==> config.mk <==
export PLATFORM = sky130hd
export DESIGN_NAME = nearest_unvisited_node_search
export DESIGN_NICKNAME = d
export VERILOG_FILES = /design/src/sv/nuns_pkg.sv /design/src/sv/nuns_cell.sv /design/src/sv/nuns_dist.sv /design/src/sv/nuns_sqrt.sv /design/src/sv/nearest_unvisited_node_search.sv
export SDC_FILE = /design/constraint.sdc
export NUM_CORES = 2
export LEC_CHECK = 0
export CAP_MARGIN = 10
export CORE_MARGIN = 8
export CORE_UTILIZATION = 57
export CTS_BUF_LIST = sky130_fd_sc_hd__clkbuf_16
export DETAILED_ROUTE_END_ITERATION = 8
export DONT_BUFFER_PORTS = 1
export GPL_TIMING_DRIVEN = 0
export HOLD_SLACK_MARGIN = 0.08
export PLACE_DENSITY = 0.72
export SLEW_MARGIN = 20
export SYNTH_ARGS = -nofsm -noshare
export SYNTH_HDL_FRONTEND = slang
export SYNTH_SLANG_ARGS = --single-unit
==> constraint.sdc <==
create_clock -name clk -period 122.4 [get_ports clk]
set_input_delay 24.48 -clock clk [delete_from_list [all_inputs] [get_ports clk]]
set_output_delay 24.48 -clock clk [all_outputs]
set_load 0.03 [all_outputs]
==> src/sv/nuns_pkg.sv <==
package nuns_pkg;

  localparam int NODE_BITS = 6;
  localparam int DIST_BITS = 25;
  localparam int COUNT_BITS = 7;

  localparam logic [1:0] ACT_LOAD = 2'd0;
  localparam logic [1:0] ACT_CLOSEST = 2'd1;
  localparam logic [1:0] ACT_DISTANCE = 2'd2;

  localparam logic [DIST_BITS-1:0] DIST_ONES = '1;

  typedef struct packed {
    logic                 valid;
    logic [NODE_BITS-1:0] idx;
  } tag_t;

endpackage

==> src/sv/nuns_cell.sv <==
module nuns_cell #(
  parameter int COORD_BITS = 16
) (
  input  logic                         clk,
  input  logic                         shift,
  input  logic signed [COORD_BITS-1:0] x_in,
  input  logic signed [COORD_BITS-1:0] y_in,
  output logic signed [COORD_BITS-1:0] x_out,
  output logic signed [COORD_BITS-1:0] y_out
);

  logic signed [COORD_BITS-1:0] x;
  logic signed [COORD_BITS-1:0] y;

  always_ff @(posedge clk) begin
    if (shift) begin
      x <= x_in;
      y <= y_in;
    end
  end

  assign x_out = x;
  assign y_out = y;

endmodule

==> src/sv/nuns_dist.sv <==
module nuns_dist #(
  parameter int COORD_BITS = 16,
  parameter int SUM_BITS = 2 * COORD_BITS + 3
) (
  input  logic                         clk,
  input  logic                         rst,
  input  nuns_pkg::tag_t               tag_in,
  input  logic signed [COORD_BITS-1:0] ax,
  input  logic signed [COORD_BITS-1:0] ay,
  input  logic signed [COORD_BITS-1:0] bx,
  input  logic signed [COORD_BITS-1:0] by,
  output nuns_pkg::tag_t               tag_out,
  output logic [SUM_BITS-1:0]          sum
);

  localparam int DW = COORD_BITS + 1;
  localparam int SQW = 2 * DW;

  logic signed [DW-1:0] dx_s;
  logic signed [DW-1:0] dy_s;
  logic [DW-1:0] dx;
  logic [DW-1:0] dy;
  logic [SQW-1:0] sqx;
  logic [SQW-1:0] sqy;
  nuns_pkg::tag_t tag1;
  nuns_pkg::tag_t tag2;
  logic [SUM_BITS-1:0] sum_r;
  nuns_pkg::tag_t tag3;

  always_comb begin
    dx_s = DW'(ax) - DW'(bx);
    dy_s = DW'(ay) - DW'(by);
  end

  always_ff @(posedge clk) begin
    if (rst) begin
      tag1.valid <= 1'b0;
      tag2.valid <= 1'b0;
      tag3.valid <= 1'b0;
    end else begin
      tag1 <= tag_in;
      tag2 <= tag1;
      tag3 <= tag2;
    end
    dx <= dx_s[DW-1] ? DW'(-dx_s) : DW'(dx_s);
    dy <= dy_s[DW-1] ? DW'(-dy_s) : DW'(dy_s);
    sqx <= SQW'(dx) * SQW'(dx);
    sqy <= SQW'(dy) * SQW'(dy);
    sum_r <= SUM_BITS'(sqx) + SUM_BITS'(sqy);
  end

  assign tag_out = tag3;
  assign sum = sum_r;

endmodule

==> src/sv/nuns_sqrt.sv <==
module nuns_sqrt #(
  parameter int SUM_BITS = 35
) (
  input  logic                          clk,
  input  logic                          rst,
  input  logic                          start,
  input  logic [SUM_BITS-1:0]           d2,
  output logic                          done,
  output logic [nuns_pkg::DIST_BITS-1:0] root
);

  localparam int EW = (SUM_BITS > 35) ? SUM_BITS : 35;
  localparam int VW = 51;

  logic [EW-1:0] d2e;
  logic [VW-1:0] v;
  logic [VW-1:0] res;
  logic [VW-1:0] bitm;
  logic [VW-1:0] trial;
  logic [4:0] cnt;
  logic run;

  assign d2e = EW'(d2);
  assign trial = res + bitm;

  always_ff @(posedge clk) begin
    if (rst) begin
      run <= 1'b0;
      done <= 1'b0;
    end else begin
      if (start) begin
        if (d2e >= (EW'(1) << 34)) begin
          res <= VW'(nuns_pkg::DIST_ONES);
          done <= 1'b1;
        end else begin
          v <= VW'(d2e[33:0]) << 16;
          res <= '0;
          bitm <= VW'(1) << 48;
          cnt <= '0;
          run <= 1'b1;
          done <= 1'b0;
        end
      end else if (run) begin
        if (v >= trial) begin
          v <= v - trial;
          res <= (res >> 1) + bitm;
        end else begin
          res <= res >> 1;
        end
        bitm <= bitm >> 2;
        cnt <= cnt + 5'd1;
        if (cnt == 5'd24) begin
          run <= 1'b0;
          done <= 1'b1;
        end else begin
          done <= 1'b0;
        end
      end else begin
        done <= 1'b0;
      end
    end
  end

  assign root = res[nuns_pkg::DIST_BITS-1:0];

endmodule

==> src/sv/nearest_unvisited_node_search.sv <==
// Nearest unvisited node search over a ring of coordinate cells.
// A command is taken when start is high and busy is low. Action 0 loads
// one node's x and y, action 1 finds the nearest unvisited node to
// node_index under visited_mask, and action 2 returns the fixed-point
// distance between node_index and other_node.
// Each command ends with one result transfer: done is high for exactly one
// cycle with closest_node, found and distance valid; the receiver cannot
// stall it. busy stays high from acceptance until that cycle has passed.
// The coordinates circulate through MAX_NODES cells; every load, closest
// or distance command makes one full revolution. A closest query makes a
// second revolution feeding the distance pipeline, and a distance query
// adds the pipeline and a 25-step square root.
// node_count is written through cfg_write and cfg_data; the user must
// write it only while idle, as the block itself does not enforce this.
// Reset returns to idle and sets node_count to 64; stored coordinates are
// undefined until loaded.
module nearest_unvisited_node_search #(
  parameter int MAX_NODES = 64,
  parameter int COORD_BITS = 16
) (
  input  logic                                clk,
  input  logic                                rst,
  input  logic                                start,
  output logic                                busy,
  input  logic [1:0]                          action,
  input  logic [nuns_pkg::NODE_BITS-1:0]      node_index,
  input  logic [nuns_pkg::NODE_BITS-1:0]      other_node,
  input  logic signed [15:0]                  coord_x,
  input  logic signed [15:0]                  coord_y,
  input  logic [63:0]                         visited_mask,
  output logic                                done,
  output logic [nuns_pkg::NODE_BITS-1:0]      closest_node,
  output logic                                found,
  output logic [nuns_pkg::DIST_BITS-1:0]      distance,
  input  logic                                cfg_write,
  input  logic [nuns_pkg::COUNT_BITS-1:0]     cfg_data
);

  localparam int SUM_BITS = 2 * COORD_BITS + 3;
  localparam int CW = nuns_pkg::COUNT_BITS;
  localparam logic [CW-1:0] MAXC = CW'(MAX_NODES);

  localparam logic [2:0] S_IDLE = 3'd0;
  localparam logic [2:0] S_GATHER = 3'd1;
  localparam logic [2:0] S_SCAN = 3'd2;
  localparam logic [2:0] S_FEED = 3'd3;
  localparam logic [2:0] S_DRAIN = 3'd4;
  localparam logic [2:0] S_SQRT = 3'd5;
  localparam logic [2:0] S_DONE = 3'd6;

  logic [2:0] state;
  logic [CW-1:0] node_count;
  logic [CW-1:0] cnt;
  logic [1:0] op;
  logic [nuns_pkg::NODE_BITS-1:0] a;
  logic [nuns_pkg::NODE_BITS-1:0] b;
  logic [63:0] mask;
  logic signed [COORD_BITS-1:0] ld_x;
  logic signed [COORD_BITS-1:0] ld_y;
  logic signed [COORD_BITS-1:0] ox;
  logic signed [COORD_BITS-1:0] oy;
  logic signed [COORD_BITS-1:0] bx;
  logic signed [COORD_BITS-1:0] by;
  logic [SUM_BITS-1:0] best;
  logic [nuns_pkg::NODE_BITS-1:0] closest_r;
  logic found_r;
  logic [nuns_pkg::DIST_BITS-1:0] dist_r;

  logic signed [COORD_BITS-1:0] cx [MAX_NODES];
  logic signed [COORD_BITS-1:0] cy [MAX_NODES];
  logic signed [COORD_BITS-1:0] tail_x;
  logic signed [COORD_BITS-1:0] tail_y;
  logic shift;
  logic [CW-1:0] n_use;
  logic [nuns_pkg::NODE_BITS-1:0] ci;
  logic hit_a;
  logic last;
  logic signed [31:0] wx;
  logic signed [31:0] wy;

  nuns_pkg::tag_t tag_in;
  nuns_pkg::tag_t tag_out;
  logic signed [COORD_BITS-1:0] pbx;
  logic signed [COORD_BITS-1:0] pby;
  logic [SUM_BITS-1:0] sum;
  logic sq_start;
  logic sq_done;
  logic [nuns_pkg::DIST_BITS-1:0] sq_root;

  assign ci = cnt[nuns_pkg::NODE_BITS-1:0];
  assign hit_a = (ci == a);
  assign last = (cnt == MAXC - CW'(1));
  assign n_use = (node_count > MAXC) ? MAXC : node_count;
  assign shift = (state == S_GATHER) || (state == S_SCAN);
  assign wx = 32'(coord_x);
  assign wy = 32'(coord_y);

  always_comb begin
    if (state == S_GATHER && op == nuns_pkg::ACT_LOAD && hit_a) begin
      tail_x = ld_x;
      tail_y = ld_y;
    end else begin
      tail_x = cx[0];
      tail_y = cy[0];
    end
  end

  for (genvar k = 0; k < MAX_NODES; k++) begin : g_ring
    if (k == MAX_NODES - 1) begin : g_tail
      nuns_cell #(.COORD_BITS(COORD_BITS)) u_cell (
        .clk(clk), .shift(shift), .x_in(tail_x), .y_in(tail_y),
        .x_out(cx[k]), .y_out(cy[k])
      );
    end else begin : g_mid
      nuns_cell #(.COORD_BITS(COORD_BITS)) u_cell (
        .clk(clk), .shift(shift), .x_in(cx[k+1]), .y_in(cy[k+1]),
        .x_out(cx[k]), .y_out(cy[k])
      );
    end
  end

  always_comb begin
    tag_in.valid = 1'b0;
    tag_in.idx = ci;
    pbx = cx[0];
    pby = cy[0];
    if (state == S_SCAN) begin
      tag_in.valid = (cnt < n_use) && !hit_a && !mask[ci];
    end else if (state == S_FEED) begin
      tag_in.valid = 1'b1;
      pbx = bx;
      pby = by;
    end
  end

  nuns_dist #(.COORD_BITS(COORD_BITS), .SUM_BITS(SUM_BITS)) u_dist (
    .clk(clk), .rst(rst), .tag_in(tag_in), .ax(ox), .ay(oy),
    .bx(pbx), .by(pby), .tag_out(tag_out), .sum(sum)
  );

  assign sq_start = (state == S_DRAIN) && (op == nuns_pkg::ACT_DISTANCE)
                    && (cnt == CW'(2));

  nuns_sqrt #(.SUM_BITS(SUM_BITS)) u_sqrt (
    .clk(clk), .rst(rst), .start(sq_start), .d2(sum),
    .done(sq_done), .root(sq_root)
  );

  always_ff @(posedge clk) begin
    if (rst) begin
      state <= S_IDLE;
      node_count <= CW'(64);
    end else begin
      if (cfg_write) begin
        node_count <= cfg_data;
      end
      case (state)
        S_IDLE: begin
          if (start) begin
            op <= action;
            a <= node_index;
            b <= other_node;
            mask <= visited_mask;
            ld_x <= wx[COORD_BITS-1:0];
            ld_y <= wy[COORD_BITS-1:0];
            cnt <= '0;
            closest_r <= '0;
            found_r <= 1'b0;
            dist_r <= '0;
            if (action > nuns_pkg::ACT_DISTANCE) begin
              state <= S_DONE;
            end else begin
              state <= S_GATHER;
            end
          end
        end
        S_GATHER: begin
          if (hit_a) begin
            ox <= cx[0];
            oy <= cy[0];
          end
          if (ci == b) begin
            bx <= cx[0];
            by <= cy[0];
          end
          if (last) begin
            cnt <= '0;
            if (op == nuns_pkg::ACT_CLOSEST) begin
              state <= ({1'b0, a} < n_use) ? S_SCAN : S_DONE;
            end else if (op == nuns_pkg::ACT_DISTANCE) begin
              if (a == b || {1'b0, a} >= n_use || {1'b0, b} >= n_use) begin
                dist_r <= nuns_pkg::DIST_ONES;
                state <= S_DONE;
              end else begin
                state <= S_FEED;
              end
            end else begin
              state <= S_DONE;
            end
          end else begin
            cnt <= cnt + CW'(1);
          end
        end
        S_SCAN: begin
          if (last) begin
            cnt <= '0;
            state <= S_DRAIN;
          end else begin
            cnt <= cnt + CW'(1);
          end
        end
        S_FEED: begin
          cnt <= '0;
          state <= S_DRAIN;
        end
        S_DRAIN: begin
          cnt <= cnt + CW'(1);
          if (cnt == CW'(2)) begin
            state <= (op == nuns_pkg::ACT_DISTANCE) ? S_SQRT : S_DONE;
          end
        end
        S_SQRT: begin
          if (sq_done) begin
            dist_r <= sq_root;
            state <= S_DONE;
          end
        end
        S_DONE: begin
          state <= S_IDLE;
        end
        default: begin
          state <= S_IDLE;
        end
      endcase
      if (op == nuns_pkg::ACT_CLOSEST && tag_out.valid
          && (!found_r || sum < best)) begin
        best <= sum;
        closest_r <= tag_out.idx;
        found_r <= 1'b1;
      end
    end
  end

  assign busy = (state != S_IDLE);
  assign done = (state == S_DONE);
  assign closest_node = closest_r;
  assign found = found_r;
  assign distance = dist_r;

endmodule

**Yosys cells after proc, flatten, opt, wreduce, memory -nomap -nowiden**

Cells that the tools add are included.

- Add/subtract/negate cells: 10
- Div/mod/pow operators: 0
- Eq/ne operators: 23
- Reduce and logical (&&, ||, !) cells: 36
- Multiplexer cells: 62
- Bitwise logic cells: 1
- Multipliers: 2
- Shift operators: 0
- Magnitude comparators: 10

Operators by type and width:

| kind | number |
|---|---|
| $mux W51 | 10 |
| $mux W25 | 7 |
| $mux W16 | 8 |
| $pmux W25 S3 | 1 |
| $mul A17 B17 Y34 | 2 |
| $add A50 B51 Y51 | 1 |
| $add A51 B51 Y51 | 1 |
| $ge A51 B51 Y1 | 1 |
| $sub A51 B51 Y51 | 1 |
| $add A34 B34 Y35 | 1 |
| $ge A35 B35 Y1 const B | 1 |
| $lt A35 B35 Y1 | 1 |
| $neg A17 Y17 | 2 |
| $sub A16 B16 Y17 | 2 |
| $mux W3 | 10 |
| $pmux W7 S4 | 1 |
| $mux W7 | 3 |
| $eq A6 B6 Y1 | 3 |
| $mux W6 | 3 |
| $pmux W3 S6 | 1 |
| $reduce_and A3 Y1 | 6 |
| $mux W5 | 3 |
| $ge A6 B7 Y1 | 2 |
| $mux W1 | 13 |
| 33 further kinds | 60 |

- Memory bits (writable): 0
- Memories: 0
- Register bits: 2624
- Input bits: 121
- Logic and storage cells: 308
- Bits in read-only memories: 0
- Output and inout bits: 34
- Latch bits: 0

**Logic depth before layout (Yosys ltp)**

- Depth after elaboration: 10
- Mapped depth: 25
- Gate-level depth less buffers: 24

**By module**

From an unflattened synthesis, not the netlist that was laid out.

- Cells, all modules: 6747
- Area, all modules: 108555.4 µm²

Modules (own cells, without submodules):

| module | instances | cells an instance | area an instance (µm²) | sequential area each (µm²) |
|---|---|---|---|---|
| nuns_cell | 64 | 32 | 960.9 | 960.9 |
| nuns_dist | 1 | 2555 | 23462.5 | 3303.2 |
| nuns_sqrt | 1 | 1380 | 12190.4 | 4003.8 |
| nearest_unvisited_node_search | 1 | 764 | 11403.4 | 7647.3 |

**Worst setup path before layout**

No wires, ideal clock.

- Kind: register -> register
- Start point: register state[1]
- End point: register state[0]
- Data required time: 122.326 ns
- Setup slack: 17.083 ns
- Path buffers: 1
- Data arrival time: 105.243 ns
- Cell stages (with the launch flop): 9
- Setup time: 0.074 ns
- Clock period less this slack: 105.317 ns
- Cell sequence: dfxtp_1 clkbuf_1 inv_1 nand2_1 a21oi_1 nand2_1 o211ai_1 a22oi_1 nor2_1

- Word-level cells in the longest chain between the ends: 3
- Elaborated cells on any way between the ends: 13
- Classes of those cells: eq/ne: 10; mux: 1; reduce/logical: 2

Ends and longest elaborated chain:

| what | RTL line | source |
|---|---|---|
| start: declaration | nearest_unvisited_node_search.sv:51 | `logic [2:0] state;` |
| start signal: assignment | nearest_unvisited_node_search.sv:189 | `state <= ({1'b0, a} < n_use) ? S_SCAN : S_DONE;` |
| start signal: assignment | nearest_unvisited_node_search.sv:219 | `state <= (op == nuns_pkg::ACT_DISTANCE) ? S_SQRT : S_DONE;` |
| $eq A3 B3 Y1, or another cell as far along | nearest_unvisited_node_search.sv:157 | `case (state)` |
| $ne A2 B1 Y1 (no source line) or $ne A2 B2 Y1 (tied branches) | n/a |  |
| $reduce_and A5 Y1 (no source line) | n/a |  |

Several ways; a longest one is shown, not always the timed one.
A chain may end at the register's enable or synchronous reset.

**Worst setup path in the final report**

- Start point: register state[1]
- End point: output done

- Word-level cells in the longest chain between the ends: 1

Ends and longest elaborated chain:

| what | RTL line | source |
|---|---|---|
| $eq A3 B3 Y1 | nearest_unvisited_node_search.sv:245 | `assign done = (state == S_DONE);` |
| end: declaration | nearest_unvisited_node_search.sv:31 | `output logic done,` |

Every way passes these cells.

==> flow_metrics.py <==
metrics = {
    "timing": {
        "hold_viol": 0,
        "max-slew-margin-rel_pct": 22.8,
        "max_freq_mhz": 36.8,
        "worst_pin_slew_ps": 1160,
        "clock_skew_ps": 56.1,
        "rsz0062_at_grt": "no",
        "fin_ws_ps": 95220,
        "fin_tns_setup_ps": 0,
        "fin_crit_ps": 27180,
        "drv_slew": 0,
        "period_share_pct": 22.2,
        "finalSetupViolCount": 0,
    },
    "synth": {
        "async_flop_share_pct": 0,
        "avgSynthCellArea_um2": 16.2,
        "postSynthNetCount": 7589,
        "synth_edf_count": 2446,
        "syn-instance-count": 6647,
        "yosysWarningCount": 0,
        "synth_seq_cells": 2596,
        "ys.flop_type": "edfxtp_1",
        "ys_seq_area_share_pct": 71.0,
        "syn-cell-area_um2": 108000,
        "synthDistinctLibCells": 86,
    },
    "drt": {
        "antenna_left": 0,
        "dr.pass1.iters": 7,
        "route.met2.wl_mm": 98.8,
        "drt_iter0_drc": 4187,
        "drt_wl_total_mm": 211,
        "m1WireLength_mm": 91.7,
        "wl_met3_mm": 11.7,
        "wire_per_inst_um": 21.6,
        "top_layer": "met5",
        "vias_per_cell": 5.61,
        "route.detailed.drc": 0,
        "vias": 54700,
    },
    "critical_path": {
        "cp_top_family": "simple AND/OR/NAND/NOR gates",
        "start_kind": "flop",
        "crit_path_end_kind": "output pin",
        "critPathMaxStageDelay_ps": 900,
        "cp_data_required_time_ps": 97920,
        "crit_chain": "clkbuf_1, nand2b_1, nor2_1",
        "slowest_stage": "nor2_1",
        "path_buf_inv": 1,
        "crit_type": "flop to output pin",
        "cp_data_arrival_time_ps": 2700,
        "cp_max_fo": 10,
    },
    "global_routing": {
        "grt_max_degree": 32,
        "antenna_found_initial": 14,
        "grt_pass1_vias": 56400,
        "grt_overflow": 0,
        "grt_use_total_pct": 20.7,
        "grt_pass1_wl_mm": 327,
    },
    "placement": {
        "dp_hpwl_mm": 138,
        "place_ws_ps": 95600,
        "io_buffers": 0,
        "place_congestion": 0.892,
    },
    "clocking": {
        "path_clk_slew_ps": 60,
        "numClockSinks": 2596,
        "cts_made_buffers": 274,
        "cts_tree": "yes",
        "cts-resized-gates": 0,
        "cts_max_level": 5,
        "insertion_delay_ps": 910,
        "postCtsSetupBuffers": 0,
        "cts.path.max_buffers": 4,
        "cts-root-buf": "clkbuf_16",
        "hold_buffers": 0,
    },
    "die": {
        "die_area_um2": 203000,
        "placementRows": 159,
        "start_util_pct": 57.4,
        "io_pins": 155,
        "core_um2": 188000,
        "die_h_um": 451,
        "die_w_um": 451,
    },
    "hold_path": {
        "min-delay-path-class": "flop to flop",
    },
    "status": {
        "outcome": "complete, no violations",
    },
    "layout": {
        "syn_to_final_growth_pct": 13.6,
        "drive_above_1_share_pct": 8.63,
        "nets": 8003,
    },
    "job": {
        "drv_cap": 0,
    },
}
## Yosys cell counts, types with 35 or more instances
master	instances	area share, %
edfxtp_1	2446	68
inv_1	687	2.4
ha_1	437	5.1
fa_1	384	7.1
nand2_1	350	1.2
a21oi_1	273	1.3
nor2_1	242	0.84
and2_1	180	1.0
xnor2_1	169	1.4
o21ai_0	154	0.72
dfxtp_1	150	2.8
clkbuf_1	122	0.43
xor2_1	107	0.87
a21o_1	91	0.63
a31oi_1	71	0.41
nand3_1	62	0.29
nand4_1	61	0.35
mux2i_1	44	0.41
nor3_1	44	0.20
mux2_2	41	0.43
and3_1	38	0.22
o21bai_1	35	0.24
## final cells by class
| type | count | area, um2 |
|---|---|---|
| Fill cell | 12900 | 65400 |
| Tap cell | 2495 | 3120 |
| Inverter | 688 | 2580 |
| Sequential cell | 2596 | 76500 |
| Clock inverter | 181 | 1340 |
| Multi-Input combinational cell | 3214 | 28200 |
| Buffer | 149 | 579 |
| Antenna cell | 6 | 15.0 |
| Timing Repair Buffer | 138 | 3080 |
| Clock buffer | 279 | 6980 |
## routing by layer
layer / up-vias / GRT usage (%)
met5: - / 0
met4: 4 / 8.38
met3: 432 / 3.90
met2: 1655 / 32.8
met1: 27500 / 28.8
li1: 25100 / -
## flip-flops by register name (all words and copies together) (netlist names), 16 cells and up
signal,count
g_ring.g_tail.u_cell.y_out,16
u_sqrt.res,51
oy,16
g_ring.g_mid.u_cell.x_out,1008
u_dist.dx,17
u_sqrt.v,51
mask,64
u_dist.sqy,33
by,16
ox,16
u_dist.sqx,33
ld_y,16
u_dist.sum,35
best,35
ld_x,16
distance,25
g_ring.g_mid.u_cell.y_out,1008
u_dist.dy,17
u_sqrt.bitm,25
bx,16
g_ring.g_tail.u_cell.x_out,16
## per-stage QoR
step,hold WS (ps),std cells,utilization [%],cell area (um2)
3_3_place_gp,400,9142,59.0,111000
4_1_cts,393,9739,65.1,122000
2_1_floorplan,400,6647,-,108000
6_report,391,9746,65.2,122000
5_1_grt,395,9743,65.1,122000
3_5_place_dp,405,9279,60.7,114000
## cells in the final DEF, fill, tap and decap left out, types with 35 or more instances in the layout
master and count:
nand2_1 350, dfxtp_1 150, nor3_1 43, nand3_1 62
ha_1 437, clkbuf_16 279, o21bai_1 35, mux2_2 41
clkbuf_1 122, xnor2_1 169, a31oi_1 71, nand4_1 61
a21oi_1 271, clkinv_2 35, mux2i_1 44, nor2_1 242
fa_1 384, and2_1 178, inv_1 734, edfxtp_1 2446
o21ai_0 154, xor2_1 107, buf_16 98, a21o_1 91
clkinv_1 52, and3_1 38
## worst paths after layout
kind                                                       start                               end  slack, ps  depth (start not counted)
worst max-delay path                                    state[1]                              done      95220                          3
worst min-delay path            g_ring[38].g_mid.u_cell.y_out[0]  g_ring[37].g_mid.u_cell.y_out[0]        390                          0
worst max register to register                     u_sqrt.res[2]                      u_sqrt.v[39]     114400                         23
worst min register to register  g_ring[38].g_mid.u_cell.y_out[0]  g_ring[37].g_mid.u_cell.y_out[0]        390                          0
## cells by family after synthesis
logic type,synth area share [%]
AO/OA/AOI/OAI,5.15
buffers and inverters,2.93
adder cells (fa/ha/maj),12.2
AND/OR/NAND/NOR,5.23
multiplexers,1.28
flip-flops,71.0
XOR/XNOR,2.24
Power is not shown: default switching activity piles up to over one toggle a cycle in this logic, so the estimate is an artifact.
